## config.mk

```make
export PLATFORM = sky130hd
export DESIGN_NAME = first_fit_segment_allocator
export DESIGN_NICKNAME = d
export VERILOG_FILES = /design/src/hdl/ffsa_pkg.sv /design/src/hdl/ffsa_ram.sv /design/src/hdl/first_fit_segment_allocator.sv
export SDC_FILE = /design/constraint.sdc
export NUM_CORES = 1
export LEC_CHECK = 0
export BUFFER_PORTS_ARGS = -buffer_cell sky130_fd_sc_hd__buf_2
export CORE_ASPECT_RATIO = 0.8
export CORE_MARGIN = 8
export CORE_UTILIZATION = 50
export DETAILED_ROUTE_END_ITERATION = 12
export PLACE_DENSITY_LB_ADDON = 0.25
export SYNTH_ARGS = -nofsm -noshare
export SYNTH_HDL_FRONTEND = slang
export SYNTH_SLANG_ARGS = --single-unit
```

## constraint.sdc

```tcl
create_clock -name clk -period 6.4 [get_ports clk]
set_input_delay 0.96 -clock clk [delete_from_list [all_inputs] [get_ports clk]]
set_output_delay 0.96 -clock clk [all_outputs]
set_load 0.005 [all_outputs]
```

## src/hdl/ffsa_pkg.sv

```systemverilog
// Package for the first-fit segment allocator.
// Holds status codes, function codes, the entry widths and layout, and the sequencer state type.
// No dependencies.
package ffsa_pkg;

  localparam logic [1:0] ST_OK       = 2'd0;
  localparam logic [1:0] ST_NOFIT    = 2'd1;
  localparam logic [1:0] ST_FULL     = 2'd2;
  localparam logic [1:0] ST_NOTFOUND = 2'd3;

  localparam logic FUNC_ALLOC = 1'b0;
  localparam logic FUNC_FREE  = 1'b1;

  localparam int LEN_W = 17;
  localparam int START_W = 16;
  localparam int ENTRY_W = START_W + LEN_W + 1;

  typedef struct packed {
    logic [START_W-1:0] start;
    logic [LEN_W-1:0]   len;
    logic               is_free;
  } entry_t;

  typedef enum logic [3:0] {
    S_IDLE,
    S_INIT,
    S_SCAN_RD,
    S_SCAN_CHK,
    S_SHUP_RD,
    S_SHUP_WR,
    S_SPLIT,
    S_FREE_NX,
    S_FREE_NXCHK,
    S_FREE_PV,
    S_FREE_PVCHK,
    S_SHDN_RD,
    S_SHDN_WR,
    S_DONE
  } state_t;

endpackage

```

## src/hdl/ffsa_ram.sv

```systemverilog
// Generic single-port-write, single-port-read RAM with registered read.
// No dependencies.
module ffsa_ram #(
  parameter int WIDTH = 8,
  parameter int DEPTH = 16
) (
  input  logic                     clk,
  input  logic                     we,
  input  logic [$clog2(DEPTH)-1:0] waddr,
  input  logic [WIDTH-1:0]         wdata,
  input  logic [$clog2(DEPTH)-1:0] raddr,
  output logic [WIDTH-1:0]         rdata
);
  logic [WIDTH-1:0] mem [DEPTH];

  always_ff @(posedge clk) begin
    if (we) begin
      mem[waddr] <= wdata;
    end
    rdata <= mem[raddr];
  end
endmodule

```

## src/hdl/first_fit_segment_allocator.sv

```systemverilog
// Top level of the first-fit segment allocator.
// Depends on ffsa_pkg and ffsa_ram.
//
// A request is taken with start high while busy is low: func selects
// allocate or free, alloc_size and free_addr carry the operands. One result
// (addr, status) appears for one cycle with done high; it cannot be held off.
// The segment table lives in one RAM of MAX_SEGMENTS entries with registered
// read, walked by a sequencer that reads one entry per S_SCAN_RD/S_SCAN_CHK
// pass. A split moves the entries above the hit entry up by one, and each
// merge on a free moves the entries above the merged one down by one.
// busy drops in the cycle that carries the result, so the next request can
// be taken in that cycle. After reset, and after each write of pool_size
// over the APB port, the table is rebuilt as one free segment; this writes
// only entry 0, as entries at or above the segment count are never read.
// pool_size reads back.
module first_fit_segment_allocator #(
  parameter int MAX_SEGMENTS = 16,
  parameter int POOL_BYTES = 65536
) (
  input  logic        clk,
  input  logic        rst,
  input  logic        psel,
  input  logic        penable,
  input  logic        pwrite,
  input  logic [1:0]  paddr,
  input  logic [31:0] pwdata,
  output logic [31:0] prdata,
  output logic        pready,
  input  logic        start,
  output logic        busy,
  input  logic        func,
  input  logic [16:0] alloc_size,
  input  logic [15:0] free_addr,
  output logic        done,
  output logic [15:0] addr,
  output logic [1:0]  status
);
  import ffsa_pkg::*;

  localparam int IW = $clog2(MAX_SEGMENTS);
  localparam int CW = $clog2(MAX_SEGMENTS + 1);
  localparam logic [LEN_W-1:0] CAP =
    (POOL_BYTES < 65536) ? LEN_W'(POOL_BYTES) : LEN_W'(65536);
  localparam logic [CW-1:0] MAXC = CW'(MAX_SEGMENTS);

  state_t state, state_next;
  logic [LEN_W-1:0] pool_size;
  logic [CW-1:0] seg_count;
  logic [IW:0] idx;
  logic [IW:0] j;
  logic req_func;
  logic [LEN_W-1:0] req_size;
  logic [START_W-1:0] req_addr;
  entry_t cur;
  logic [1:0] res_status;
  logic [START_W-1:0] res_addr;
  logic pv_merge;

  logic we;
  logic [IW-1:0] waddr, raddr;
  entry_t wdata, rdata;
  logic [ENTRY_W-1:0] rbits;

  ffsa_ram #(.WIDTH(ENTRY_W), .DEPTH(MAX_SEGMENTS)) u_table (
    .clk(clk), .we(we), .waddr(waddr), .wdata(wdata),
    .raddr(raddr), .rdata(rbits)
  );
  assign rdata = entry_t'(rbits);

  logic cfg_wr;
  logic [LEN_W-1:0] cfg_v;
  assign pready = 1'b1;
  assign cfg_wr = psel && penable && pwrite && (paddr == 2'd0);
  assign prdata = (paddr == 2'd0) ? {15'd0, pool_size} : 32'd0;

  always_comb begin
    cfg_v = pwdata[16:0];
    if (cfg_v == '0) begin
      cfg_v = LEN_W'(1);
    end
    if (cfg_v > CAP) begin
      cfg_v = CAP;
    end
  end

  assign busy = (state != S_IDLE);

  always_comb begin
    state_next = state;
    we = 1'b0;
    waddr = '0;
    wdata = '0;
    raddr = idx[IW-1:0];
    unique case (state)
      S_IDLE: begin
        if (start) begin
          state_next = S_SCAN_RD;
        end
      end
      S_INIT: begin
        we = 1'b1;
        wdata.start = '0;
        wdata.len = pool_size;
        wdata.is_free = 1'b1;
        state_next = S_IDLE;
      end
      S_SCAN_RD: begin
        if (idx >= (IW+1)'(seg_count)) begin
          state_next = S_DONE;
        end else begin
          state_next = S_SCAN_CHK;
        end
      end
      S_SCAN_CHK: begin
        state_next = S_SCAN_RD;
        if (req_func == FUNC_ALLOC) begin
          if (rdata.is_free && (req_size == '0 || rdata.len == req_size)) begin
            we = (req_size != '0);
            waddr = idx[IW-1:0];
            wdata = rdata;
            wdata.is_free = 1'b0;
            state_next = S_DONE;
          end else if (rdata.is_free && rdata.len > req_size) begin
            if (seg_count >= MAXC) begin
              state_next = S_DONE;
            end else begin
              we = 1'b1;
              waddr = idx[IW-1:0];
              wdata = rdata;
              wdata.len = req_size;
              wdata.is_free = 1'b0;
              state_next = S_SHUP_RD;
            end
          end
        end else if (rdata.start == req_addr) begin
          we = 1'b1;
          waddr = idx[IW-1:0];
          wdata = rdata;
          wdata.is_free = 1'b1;
          state_next = S_FREE_NX;
        end
      end
      S_SHUP_RD: begin
        raddr = IW'(j - 1'b1);
        if (j <= idx + 1'b1) begin
          state_next = S_SPLIT;
        end else begin
          state_next = S_SHUP_WR;
        end
      end
      S_SHUP_WR: begin
        we = 1'b1;
        waddr = j[IW-1:0];
        wdata = rdata;
        state_next = S_SHUP_RD;
      end
      S_SPLIT: begin
        we = 1'b1;
        waddr = IW'(idx + 1'b1);
        wdata.start = cur.start + req_size[START_W-1:0];
        wdata.len = cur.len - req_size;
        wdata.is_free = 1'b1;
        state_next = S_DONE;
      end
      S_FREE_NX: begin
        raddr = IW'(idx + 1'b1);
        if ((IW+1)'(idx + 1'b1) < (IW+1)'(seg_count)) begin
          state_next = S_FREE_NXCHK;
        end else begin
          state_next = S_FREE_PV;
        end
      end
      S_FREE_NXCHK: begin
        state_next = S_FREE_PV;
        if (rdata.is_free) begin
          we = 1'b1;
          waddr = idx[IW-1:0];
          wdata = cur;
          wdata.len = cur.len + rdata.len;
          wdata.is_free = 1'b1;
          state_next = S_SHDN_RD;
        end
      end
      S_FREE_PV: begin
        raddr = IW'(idx - 1'b1);
        if (idx != '0) begin
          state_next = S_FREE_PVCHK;
        end else begin
          state_next = S_DONE;
        end
      end
      S_FREE_PVCHK: begin
        state_next = S_DONE;
        if (rdata.is_free) begin
          we = 1'b1;
          waddr = IW'(idx - 1'b1);
          wdata = rdata;
          wdata.len = rdata.len + cur.len;
          state_next = S_SHDN_RD;
        end
      end
      S_SHDN_RD: begin
        raddr = IW'(j + 1'b1);
        if ((IW+1)'(j + 1'b1) >= (IW+1)'(seg_count)) begin
          state_next = pv_merge ? S_DONE : S_FREE_PV;
        end else begin
          state_next = S_SHDN_WR;
        end
      end
      S_SHDN_WR: begin
        we = 1'b1;
        waddr = j[IW-1:0];
        wdata = rdata;
        state_next = S_SHDN_RD;
      end
      S_DONE: begin
        state_next = S_IDLE;
      end
      default: begin
        state_next = S_IDLE;
      end
    endcase
    if (cfg_wr) begin
      state_next = S_INIT;
    end
  end

  // After a merge with the predecessor the removal pass ends the transaction.
  always_ff @(posedge clk) begin
    if (rst) begin
      state <= S_INIT;
      pool_size <= CAP;
      seg_count <= CW'(1);
      done <= 1'b0;
      addr <= '0;
      status <= ST_OK;
      idx <= '0;
      j <= '0;
      pv_merge <= 1'b0;
    end else begin
      state <= state_next;
      done <= (state == S_DONE);
      if (cfg_wr) begin
        pool_size <= cfg_v;
      end
      unique case (state)
        S_INIT: begin
          seg_count <= CW'(1);
        end
        S_IDLE: begin
          if (start) begin
            req_func <= func;
            req_size <= alloc_size;
            req_addr <= free_addr;
            idx <= '0;
            pv_merge <= 1'b0;
            res_addr <= '0;
            res_status <= (func == FUNC_ALLOC) ? ST_NOFIT : ST_NOTFOUND;
          end
        end
        S_SCAN_CHK: begin
          cur <= rdata;
          if (state_next == S_SCAN_RD) begin
            idx <= idx + 1'b1;
          end else if (req_func == FUNC_ALLOC) begin
            if (state_next == S_DONE && seg_count >= MAXC &&
                rdata.len != req_size && req_size != '0) begin
              res_status <= ST_FULL;
            end else begin
              res_status <= ST_OK;
              res_addr <= rdata.start;
            end
            j <= (IW+1)'(seg_count);
          end else begin
            res_status <= ST_OK;
          end
        end
        S_SHUP_WR: begin
          j <= j - 1'b1;
        end
        S_SPLIT: begin
          seg_count <= seg_count + 1'b1;
        end
        S_FREE_NXCHK: begin
          if (rdata.is_free) begin
            cur.len <= cur.len + rdata.len;
            j <= idx + 1'b1;
          end
        end
        S_FREE_PVCHK: begin
          if (rdata.is_free) begin
            j <= idx;
            pv_merge <= 1'b1;
          end
        end
        S_SHDN_RD: begin
          if ((IW+1)'(j + 1'b1) >= (IW+1)'(seg_count)) begin
            seg_count <= seg_count - 1'b1;
          end
        end
        S_SHDN_WR: begin
          j <= j + 1'b1;
        end
        S_DONE: begin
          addr <= res_addr;
          status <= res_status;
        end
        default: begin
        end
      endcase
    end
  end

  assert property (@(posedge clk) disable iff (rst) done |-> $past(state) == S_DONE)
    else $error("result without completion");
  assert property (@(posedge clk) disable iff (rst) seg_count <= MAXC && seg_count != '0)
    else $error("segment count out of range");
  assert property (@(posedge clk) disable iff (rst) (start && !busy && !cfg_wr) |=> busy)
    else $error("request not taken");
endmodule

```

Word level (Yosys, flattened, before mapping)
Memories as Yosys holds them, arrays and structs flattened. A register that Yosys moved wholly into a read port is not among the register bits.
Cells that the tools add are included.

storage, ports and cells
  word-level logic and storage cells = 164
  bits in latches = 0
  input bits = 74
  memory bits (writable) = 544
  memory bits (read-only) = 0
  register bits = 141
  output and inout bits = 53
  memories = 1

operators by class
  shift operators = 0
  bitwise operators = 1
  equal/unequal tests = 26
  muxes and demuxes = 71
  reduce and logical (&&, ||, !) cells = 33
  multiply operators = 0
  $add $sub $neg = 9
  divide/modulo/power cells = 0
  $lt $le $gt $ge = 7

memory list
  name         words  width  read ports  clocked after memory_dff  wr ports  RTL line        source
  u_table.mem  16     34     1           1                         1         ffsa_ram.sv:14  logic [WIDTH-1:0] mem [DEPTH];

operator list
  operator                                        count
  2-to-1 mux 34 bit                               7
  case mux 34 bit (6 select lines)                1
  2-to-1 mux 17 bit                               4
  2-to-1 mux 16 bit                               4
  2-to-1 mux 4 bit                                14
  case mux 4 bit (12 select lines)                1
  2-to-1 mux 5 bit                                7
  logical NOT 17 bit                              2
  case mux 17 bit (2 select lines)                1
  case mux 16 bit (2 select lines)                1
  == test 4 bit (second input constant)           7
  case mux 5 bit (5 select lines)                 1
  case mux 4 bit (5 select lines)                 1
  adder 17 bit                                    1
  == test 17 bit                                  1
  > comparator 17 bit                             1
  > comparator 17 bit (second input constant)     1
  != test 17 bit                                  1
  nonzero test 17 bit                             1
  subtractor 17 bit                               1
  adder 16 bit                                    1
  == test 16 bit                                  1
  == test 4 x 3 -> 1 bit (second input constant)  4
  case mux 4 bit (4 select lines)                 1
  35 further kinds                                82

Logic depth before layout (Yosys ltp)
Gate-level depths: netlist of run 1.

  depth in word-level cells = 15
  mapped depth = 14
  mapped depth without buffers = 12

Cells and area by module
From an unflattened synthesis of run 1, not the netlist that was laid out.

second synthesis, totals
  cell total of the unflattened synthesis = 2102
  area, all modules = 31686.6 um^2

modules (own cells, without submodules)
  module                       cells each  seq. area each (um^2)  times used  area an instance (um^2)
  ffsa_ram                     888         17016.3                1           21076.5
  first_fit_segment_allocator  1214        3673.5                 1           10610.2

Worst setup path before layout of run 1
No wires, ideal clock.

  path kind = register -> register
  start point = register req_size[14]
  end point = memory u_table.mem[1][0] in the netlist's numbering, enable pin
  stages on the path, launching flop included = 11
  period minus slack after synthesis = 5.029 ns
  library setup time = 0.467 ns
  buffers on the path = 0
  data arrival time = 4.562 ns
  required time = 5.933 ns
  slack = 1.371 ns
  path through = edfxtp_1 > inv_1 > ha_1 > a21o_1 > a21o_1 > a221oi_1 > nand2_1 > o21ai_1 > o21ai_1 > a21o_1 > nor3_1

on the way
  longest elaborated chain between the ends = 8
  elaborated cells between the ends (all ways) = 17
  those cells by class = order compare: 1; eq/ne: 1; mux: 10; reduce/logical: 5

ends and longest elaborated chain
  what                                                   RTL line                                                                source
  start: declaration                                     first_fit_segment_allocator.sv:52                                       logic [LEN_W-1:0] req_size;
  start signal: assignment                               first_fit_segment_allocator.sv:253                                      req_size <= alloc_size;
  > comparator 17 bit, or another cell as far along      first_fit_segment_allocator.sv:123                                      end else if (rdata.is_free && rdata.len > req_size) begin
  logical AND 1 bit or logical OR 1 bit (tied branches)  first_fit_segment_allocator.sv:123, first_fit_segment_allocator.sv:117
  2-to-1 mux 1 bit or logical AND 1 bit (tied branches)  first_fit_segment_allocator.sv:123, first_fit_segment_allocator.sv:117
  2-to-1 mux 1 bit                                       first_fit_segment_allocator.sv:117                                      if (rdata.is_free && (req_size == '0 || rdata.len == req_size)) begin
  2-to-1 mux 1 bit                                       first_fit_segment_allocator.sv:116                                      if (req_func == FUNC_ALLOC) begin
  case mux 1 bit (3 select lines)                        first_fit_segment_allocator.sv:94                                       unique case (state)
  2-to-1 mux 1 bit                                       ffsa_ram.sv:17                                                          if (we) begin
  2-to-1 mux 1 bit (implied by the code)                 ffsa_ram.sv:18                                                          mem[waddr] <= wdata;
  end: declaration                                       ffsa_ram.sv:14

Parallel ways exist; a longest one is shown, timed or not.

Worst setup path in the final report of run 1
  start point = register idx[0]
  end point = register res_addr[7], enable pin

on the way
  longest elaborated chain between the ends = 11
  elaborated cells between the ends (all ways) = 19
  those cells by class = add/sub: 1; order compare: 3; eq/ne: 4; mux: 6; reduce/logical: 5

ends and longest elaborated chain
  what                                                               RTL line                                                                source
  start: declaration                                                 first_fit_segment_allocator.sv:49                                       logic [IW:0] idx;
  start signal: assignment                                           first_fit_segment_allocator.sv:264                                      idx <= idx + 1'b1;
  adder 5 x 1 -> 5 bit                                               first_fit_segment_allocator.sv:145, first_fit_segment_allocator.sv:167
  less-than comparator 5 bit or <= comparator 5 bit (tied branches)  first_fit_segment_allocator.sv:167, first_fit_segment_allocator.sv:145
  2-to-1 mux 1 bit or 2-to-1 mux 2 bit (tied branches)               first_fit_segment_allocator.sv:167, first_fit_segment_allocator.sv:145
  case mux 4 bit (12 select lines) *                                 first_fit_segment_allocator.sv:94
  2-to-1 mux 4 bit *                                                 first_fit_segment_allocator.sv:223                                      if (cfg_wr) begin
  == test 4 bit                                                      first_fit_segment_allocator.sv:266                                      if (state_next == S_DONE && seg_count >= MAXC &&
  logical AND 1 bit (2 in a row)                                     first_fit_segment_allocator.sv:266
  logical AND 1 bit                                                  first_fit_segment_allocator.sv:267                                      rdata.len != req_size && req_size != '0) begin
  != test 2 bit (no line)                                            -
  AND reduction 6 bit (no line) *                                    -
  end signal: assignment                                             first_fit_segment_allocator.sv:271                                      res_addr <= rdata.start;
  end: declaration                                                   first_fit_segment_allocator.sv:56                                       logic [START_W-1:0] res_addr;

Mark *: on every way between the ends. The rest lies on a longest branch, timed or not.
A chain may end at the register's enable or synchronous reset.

==> flow_metrics.env, run 1 <==
export IMPL_syn_inst=2389
export IMPL_place_hpwl_microns=54200
export IMPL_numCtsBuffers=69
export IMPL_grt_pass1_wl_microns=124000
export IMPL_peakVddDrop_mv=0.253
export IMPL_layout_nets=2673
export IMPL_netlist_top_cell_by_area="edfxtp_1"
export IMPL_status="completed"
export IMPL_track_usage=0.222
export IMPL_hp_class="flop to flop"
export IMPL_antenna_left=0
export IMPL_syn_area_sq_um=32800
export IMPL_cts_resized=0
export IMPL_wirelength_microns=84300
export IMPL_grt_pass1_vias=19900
export IMPL_maxSlewViolCount=0
export IMPL_r2r_cells=12
export IMPL_areaGrowthSynthToFinish_pct=11.6
export IMPL_cpMaxStageDelayCell="and3_1"
export IMPL_worstSetupPathType="flop to flop"
export IMPL_ys_ff_latch=719
export IMPL_path_cells="inv_1 -> ha_1 -> inv_1 -> ha_1 -> nor2b_1 -> o211ai_1 -> a21o_1 -> nand2_1 -> nand3_1 -> o211a_1 -> nor2_1 -> and3_1"
export IMPL_cp_required_ns=6.63
export IMPL_hold_viol_final=0
export IMPL_finClkSkew_ns=0.0303
export IMPL_viasPerCell=6.01
export IMPL_worstReg2RegEnd="res_addr[7]$_SDFFCE_PN0P_"
export IMPL_gp_congestion=0.950
export IMPL_finalSetupViolCount=0
export IMPL_antenna_found_initial=0
export IMPL_fp_coreArea_sq_um=65300
export IMPL_cp_arrival_ns=5.00
export IMPL_fillers=5245
export IMPL_portBuffers=95
export IMPL_max_cap_violations=0
export IMPL_synth_avg_cell_area_sq_um=13.7
export IMPL_hold_ws_ns=0.457
export IMPL_period_needed_ns=4.77
export IMPL_cp_max_fo=16
export IMPL_maxSlewHeadroom=0.0981
export IMPL_multi_input_area_sq_um=11400
export IMPL_ys_top_cells_by_area="edfxtp_1, mux2i_1, dfxtp_1"
export IMPL_rsz0062_at_grt="no"
export IMPL_dieArea_sq_um=74000
export IMPL_critical_path_endpoint="res_addr[7]$_SDFFCE_PN0P_"
export IMPL_diodes=0
export IMPL_drtPass1Iterations=6
export IMPL_fmax_mhz=210
export IMPL_synth_flop_cell="edfxtp_1"
export IMPL_cp_end_kind="flop"
export IMPL_clkTransAtPathRegs_ns=0.07
export IMPL_power_density_nw_per_um2=262
export IMPL_worst_pin_slew_ns=1.35
export IMPL_cts_buffer_depth=3
export IMPL_async_flop_share=0
export IMPL_pin_count=127
export IMPL_synth_edf_count=629
export IMPL_wl_per_cell_microns=24.7
export IMPL_min_period_over_period=0.745
export IMPL_start_util=0.502
export IMPL_ys_warn_count=0
export IMPL_via_count=20500
export IMPL_ys_seq_area_frac=0.632
export IMPL_clk_latency_ns=0.63
export IMPL_cts_setup_buffers=0
export IMPL_synth_distinct_cells=84
export IMPL_grt_overflow_total=0
export IMPL_p_leak_nw=12.5
export IMPL_die_h_microns=245
export IMPL_dr_first_iter_drc_count=1918
export IMPL_yosysTopAreaCellShare=0.577
export IMPL_cts_tree="done"
export IMPL_register_area_sq_um=20700
export IMPL_fp_row_count=84
export IMPL_cts_hold_buf=0
export IMPL_cts_htree_levels=3
export IMPL_grt_max_degree=96
export IMPL_drc_errors=0
export IMPL_crit_path_start_kind="flop"
export IMPL_tns_ns=0
export IMPL_reg2reg_slack_ns=1.63
export IMPL_drive_gt1_frac=0.156
export IMPL_root_buffer="clkbuf_16"
export IMPL_cp_slowest_stage_delay_ns=0.78
export IMPL_cp_startpoint="idx[0]$_SDFFE_PP0P_"
export IMPL_die_w_microns=302
export IMPL_numClockSinks=719
export IMPL_r2r_start="idx[0]$_SDFFE_PP0P_"
[power breakdown]
part | switching [mW] | internal [mW]
clock network | 1.72 | 2.22
logic | 0.274 | 0.176
registers | 0.0701 | 5.12
[metal layers]
metal | GRT usage | vias up | routed length [microns]
li1 | - | 9393 | -
met1 | 0.312 | 10300 | 37000
met2 | 0.347 | 733 | 38800
met3 | 0.0462 | 141 | 6060
met4 | 0.0687 | 0 | 2400
met5 | 0 | - | 0
[placed cells by master (no fill, tap or decap), drive strengths merged, types with 5 or more instances in the layout]
cell type / netlist / routed
nor2: 93 / 93
o211ai: 19 / 19
nand4: 11 / 11
a221oi: 8 / 8
o21a: 13 / 13
ha: 92 / 92
and3: 6 / 6
nor2b: 14 / 14
nor3b: 5 / 5
o31ai: 9 / 9
a21o: 25 / 25
o221ai: 13 / 13
mux2i: 213 / 213
or2: 6 / 6
o22ai: 39 / 39
xor2: 41 / 41
a31oi: 6 / 6
a222oi: 20 / 20
dfxtp: 90 / 90
a221o: 43 / 43
nand2: 194 / 194
or3: 7 / 7
xnor2: 31 / 31
a22oi: 21 / 21
clkbuf: 45 / 100
nor3: 25 / 25
clkinv: 1 / 15
o21bai: 6 / 6
edfxtp: 629 / 629
mux2: 140 / 140
and2: 42 / 42
a21oi: 84 / 84
a211oi: 14 / 14
o21ai: 135 / 135
conb: 2 / 16
inv: 53 / 57
nor4: 15 / 15
nand2b: 7 / 7
nand3: 32 / 32
buf: 86 / 160
[critical path, delay by kind of cell (launching register included)]
family                   cells  cell delay [ns]
AND/OR/NAND/NOR              5             1.44
buffers and inverters        2             0.53
flip-flops                   1             0.75
adder cells (fa/ha/maj)      2             0.94
AO/OA/AOI/OAI                3             0.72
[worst min path at each step]
stage / startpoint / to / depth (start not counted) / slack (ns)
global placement: addr[12]$_SDFFE_PP0P_ / addr[12]$_SDFFE_PP0P_ / 2 / 0.44
global route: addr[4]$_SDFFE_PP0P_ / addr[4]$_SDFFE_PP0P_ / 2 / 0.47
CTS: addr[4]$_SDFFE_PP0P_ / addr[4]$_SDFFE_PP0P_ / 2 / 0.46
floorplan: pool_size[9]$_SDFFE_PP0P_ / pool_size[9]$_SDFFE_PP0P_ / 2 / 0.44
detailed placement: addr[4]$_SDFFE_PP0P_ / addr[4]$_SDFFE_PP0P_ / 2 / 0.45
finish: addr[0]$_SDFFE_PP0P_ / addr[0]$_SDFFE_PP0P_ / 2 / 0.46
[cells by family (layout without fill, tap and decap cells)]
logic type | count (synthesis) | in the layout | share of synthesized area
flip-flops | 719 | 719 | 0.632
AO/OA/AOI/OAI | 494 | 494 | 0.103
AND/OR/NAND/NOR | 468 | 468 | 0.0680
multiplexers | 353 | 353 | 0.113
buffers and inverters | 185 | 338 | 0.0274
adder cells (fa/ha/maj) | 96 | 96 | 0.0376
XOR/XNOR | 72 | 72 | 0.0193
other | 2 | 16 | 0.000229
[flip-flops by register name, summed over array words and instances (netlist names), 2 cells and up]
signal / flops
addr: 16
cur: 33
idx: 5
j: 5
pool_size: 17
req_addr: 16
req_size: 17
res_addr: 16
res_status: 2
seg_count: 5
state: 4
status: 2
u_table.mem: 544
u_table.rdata: 34
[through the flow]
step	power [mW]	worst slack, ns	utilization	std cells	area, sq um
2_1_floorplan	5.57	1.37	-	2403	32800
3_3_place_gp	5.72	1.70	0.527	3292	34400
3_5_place_dp	5.73	1.73	0.527	3292	34400
4_1_cts	9.65	1.70	0.560	3416	36600
5_1_grt	9.88	1.43	0.560	3416	36600
6_report	9.59	1.63	0.560	3416	36600
[synthesized netlist by cell type (all sizes together) (4+ instances only)]
cell type    n
nand3       32
or3          7
nor3        25
o21ai      135
or2          6
mux2i      213
o31ai        9
a22oi       21
buf         86
nor2b       14
and2        42
xnor2       31
xor2        41
a221o       43
o21bai       6
nor4        15
nand2b       7
nand2      194
a21o        25
fa           4
o2111ai      4
a31oi        6
mux2       140
dfxtp       90
a222oi      20
o21a        13
a211oi      14
o22ai       39
nor3b        5
o211ai      19
clkbuf      45
and3         6
ha          92
a21oi       84
o221ai      13
nand4       11
a221oi       8
edfxtp     629
a32oi        4
inv         53
nor2        93
[layout make-up]
class | count | area share
well taps | 860 | 0.0294
clock buffers | 100 | 0.0512
repair buffers | 160 | 0.0284
flip-flops and latches | 719 | 0.566
multi-input cells | 1499 | 0.311
clock inverters | 24 | 0.00801
inverters | 54 | 0.00554
Note: power is estimated with default switching activity, not from simulation.
==> run 2, diff against run 1 <==
Clock period 6.4 ns to 4 ns, I/O delays scaled along.
==> run 2 against run 1 <==
Effect of this change:
- critical path depth stayed put
- via count is 3.1% higher
- clock power up 71%
- clock skew rose by 0.023 ns
- flip-flop and latch count unchanged
- final cell count increased by 2.8%
- clock-buffer cell count fell by 9
- combinational power up 77%
==> flow_metrics.env, run 2 (synthesized netlist as in run 1, its figures left out) <==
export IMPL_post_place_ws_ns=0.209
export IMPL_cts_buffer_depth=3
export IMPL_track_usage=0.234
export IMPL_grt_overflow_total=0
export IMPL_min_to="req_addr[14]$_DFFE_PP_"
export IMPL_r2r_start="req_size[6]$_DFFE_PP_"
export IMPL_setup_ws_ns=0.174
export IMPL_numCtsBuffers=72
export IMPL_areaGrowthSynthToFinish_pct=15.3
export IMPL_p_leak_nw=13.2
export IMPL_cts_htree_levels=3
export IMPL_grt_pass1_vias=20600
export IMPL_cts_setup_buffers=0
export IMPL_hp_class="primary input to flop"
export IMPL_worstSetupPathType="flop to flop"
export IMPL_fp_coreArea_sq_um=65300
export IMPL_status="completed"
export IMPL_via_count=21200
export IMPL_drtPass1Iterations=6
export IMPL_cp_required_ns=4.37
export IMPL_largest_registers="u_table.mem x544, u_table.rdata x34, cur x33"
export IMPL_fmax_mhz=261
export IMPL_portBuffers=95
export IMPL_fp_row_count=84
export IMPL_clkTransAtPathRegs_ns=0.06
export IMPL_start_util=0.502
export IMPL_wirelength_microns=88400
export IMPL_min_period_over_period=0.957
export IMPL_viasPerCell=6.03
export IMPL_cp_arrival_ns=4.20
export IMPL_clk_latency_ns=0.64
export IMPL_period_needed_ns=3.83
export IMPL_grt_busiest_layer="met2"
export IMPL_gr_usage_met1=0.345
export IMPL_use_met3=0.0454
export IMPL_drc_errors=0
export IMPL_worstReg2RegEnd="u_table.mem[12][22]$_DFFE_PP_"
export IMPL_die_h_microns=245
export IMPL_stdcell_area_sq_um=37800
export IMPL_hold_viol_final=0
export IMPL_multi_input_area_sq_um=11400
export IMPL_layout_common_cells="edfxtp_1, mux2i_1, nand2_1, o21ai_0, buf_4"
export IMPL_hold_ws_ns=0.140
export IMPL_peakVddDrop_mv=0.340
export IMPL_r2r_cells=12
export IMPL_drive_gt1_frac=0.188
export IMPL_antenna_found_initial=1
export IMPL_finClkSkew_ns=0.0536
export IMPL_maxSlewHeadroom=0.221
export IMPL_numClockSinks=719
export IMPL_place_hpwl_microns=59400
export IMPL_p_total_mw=15.8
export IMPL_top_register="u_table.mem"
export IMPL_die_w_microns=302
export IMPL_cp_max_fo=11
export IMPL_cts_tree="done"
export IMPL_layout_nets=2761
export IMPL_antenna_left=0
export IMPL_reg2reg_slack_ns=0.17
export IMPL_hold_depth=1
export IMPL_pin_count=127
export IMPL_grt_pass1_wl_microns=131000
export IMPL_max_cap_violations=0
export IMPL_fillers=5143
export IMPL_root_buffer="clkbuf_16"
export IMPL_dieArea_sq_um=74000
export IMPL_dpl_cell_area_sq_um=35400
export IMPL_grt_max_degree=75
export IMPL_gp_congestion=0.931
export IMPL_cp_end_kind="flop"
export IMPL_maxSlewViolCount=0
export IMPL_largest_reg_flops=544
export IMPL_register_area_sq_um=20700
export IMPL_worstHoldStart="free_addr[14]"
export IMPL_final_common_cell="edfxtp_1"
export IMPL_dr_first_iter_drc_count=2339
export IMPL_power_density_nw_per_um2=420
export IMPL_worst_pin_slew_ns=1.17
export IMPL_tns_ns=0
export IMPL_crit_path_start_kind="flop"
export IMPL_rsz0062_at_grt="no"
export IMPL_use_met2=0.353
export IMPL_wl_per_cell_microns=25.2
export IMPL_finalSetupViolCount=0
## run 2: changes by cell type in the layout (fill, tap and decap cells not counted), sizes merged
cell / before / now
inv: 57 / 56
diode: 0 / 1
bufinv: 4 / 6
clkinv: 15 / 32
clkbuf: 100 / 91
buf: 160 / 245
## run 2: worst max-delay path by stage
| stage | startpoint | end | slack (ns) | depth (start not counted) |
|---|---|---|---|---|
| after floorplan | req_size[14]$_DFFE_PP_ | u_table.mem[1][0]$_DFFE_PP_ | -1.03 | 10 |
| after global placement | req_size[6]$_DFFE_PP_ | u_table.mem[2][18]$_DFFE_PP_ | 0.28 | 11 |
| after detailed placement | req_size[6]$_DFFE_PP_ | u_table.mem[2][19]$_DFFE_PP_ | 0.21 | 11 |
| after global routing | req_size[6]$_DFFE_PP_ | u_table.mem[13][4]$_DFFE_PP_ | 0.005 | 11 |
| final | req_size[6]$_DFFE_PP_ | u_table.mem[12][22]$_DFFE_PP_ | 0.17 | 12 |
| after CTS | req_size[6]$_DFFE_PP_ | u_table.mem[6][10]$_DFFE_PP_ | 0.16 | 11 |
## run 2: repair_timing
item / 4_1_cts / 5_1_grt
endpoints found under the hold margin: 0 / 0
hold buffers: 0 / 0
endpoints found under the setup margin: 0 / 134
gates resized for setup: 0 / 1
## run 2: layer usage
layer / up-vias / routed length (microns) / share of wire
met1: 10600 / 40000 / 0.45
met2: 802 / 39600 / 0.45
li1: 9596 / - / -
met3: 137 / 6560 / 0.074
met4: 0 / 2250 / 0.025
met5: - / 0 / 0
## run 2: layout make-up
cell class,count,area share
sequential,719,0.548
clock inverter,42,0.0126
timing repair buffer,245,0.0527
tap,860,0.0285
clock buffer,91,0.0504
multi-input combinational,1499,0.302
inverter,54,0.00537
antenna,1,0.0000663
## run 2: where the power goes
| part | switching [mW] | internal, mW | total (mW) |
|---|---|---|---|
| Clock | 2.94 | 3.83 | 6.76 |
| Combinational | 0.486 | 0.312 | 0.798 |
| Sequential | 0.0931 | 8.19 | 8.28 |
| Total | 3.52 | 12.3 | 15.8 |
## run 2: per-stage QoR
step,instances,util
2_1_floorplan,2403,-
3_3_place_gp,3377,0.542
3_5_place_dp,3377,0.542
4_1_cts,3510,0.578
5_1_grt,3510,0.578
6_report,3511,0.578
## run 2: critical path, stage by stage (launching register included)
cell and delay [ns]:
edfxtp_1 0.48, inv_1 0.15, ha_1 0.35, a21o_1 0.16, a21o_1 0.16, a21oi_1 0.26
a21boi_0 0.18, o21ai_1 0.43, o21ai_1 0.32, o21ai_1 0.55, buf_4 0.24, nor2_4 0.05
buf_4 0.22
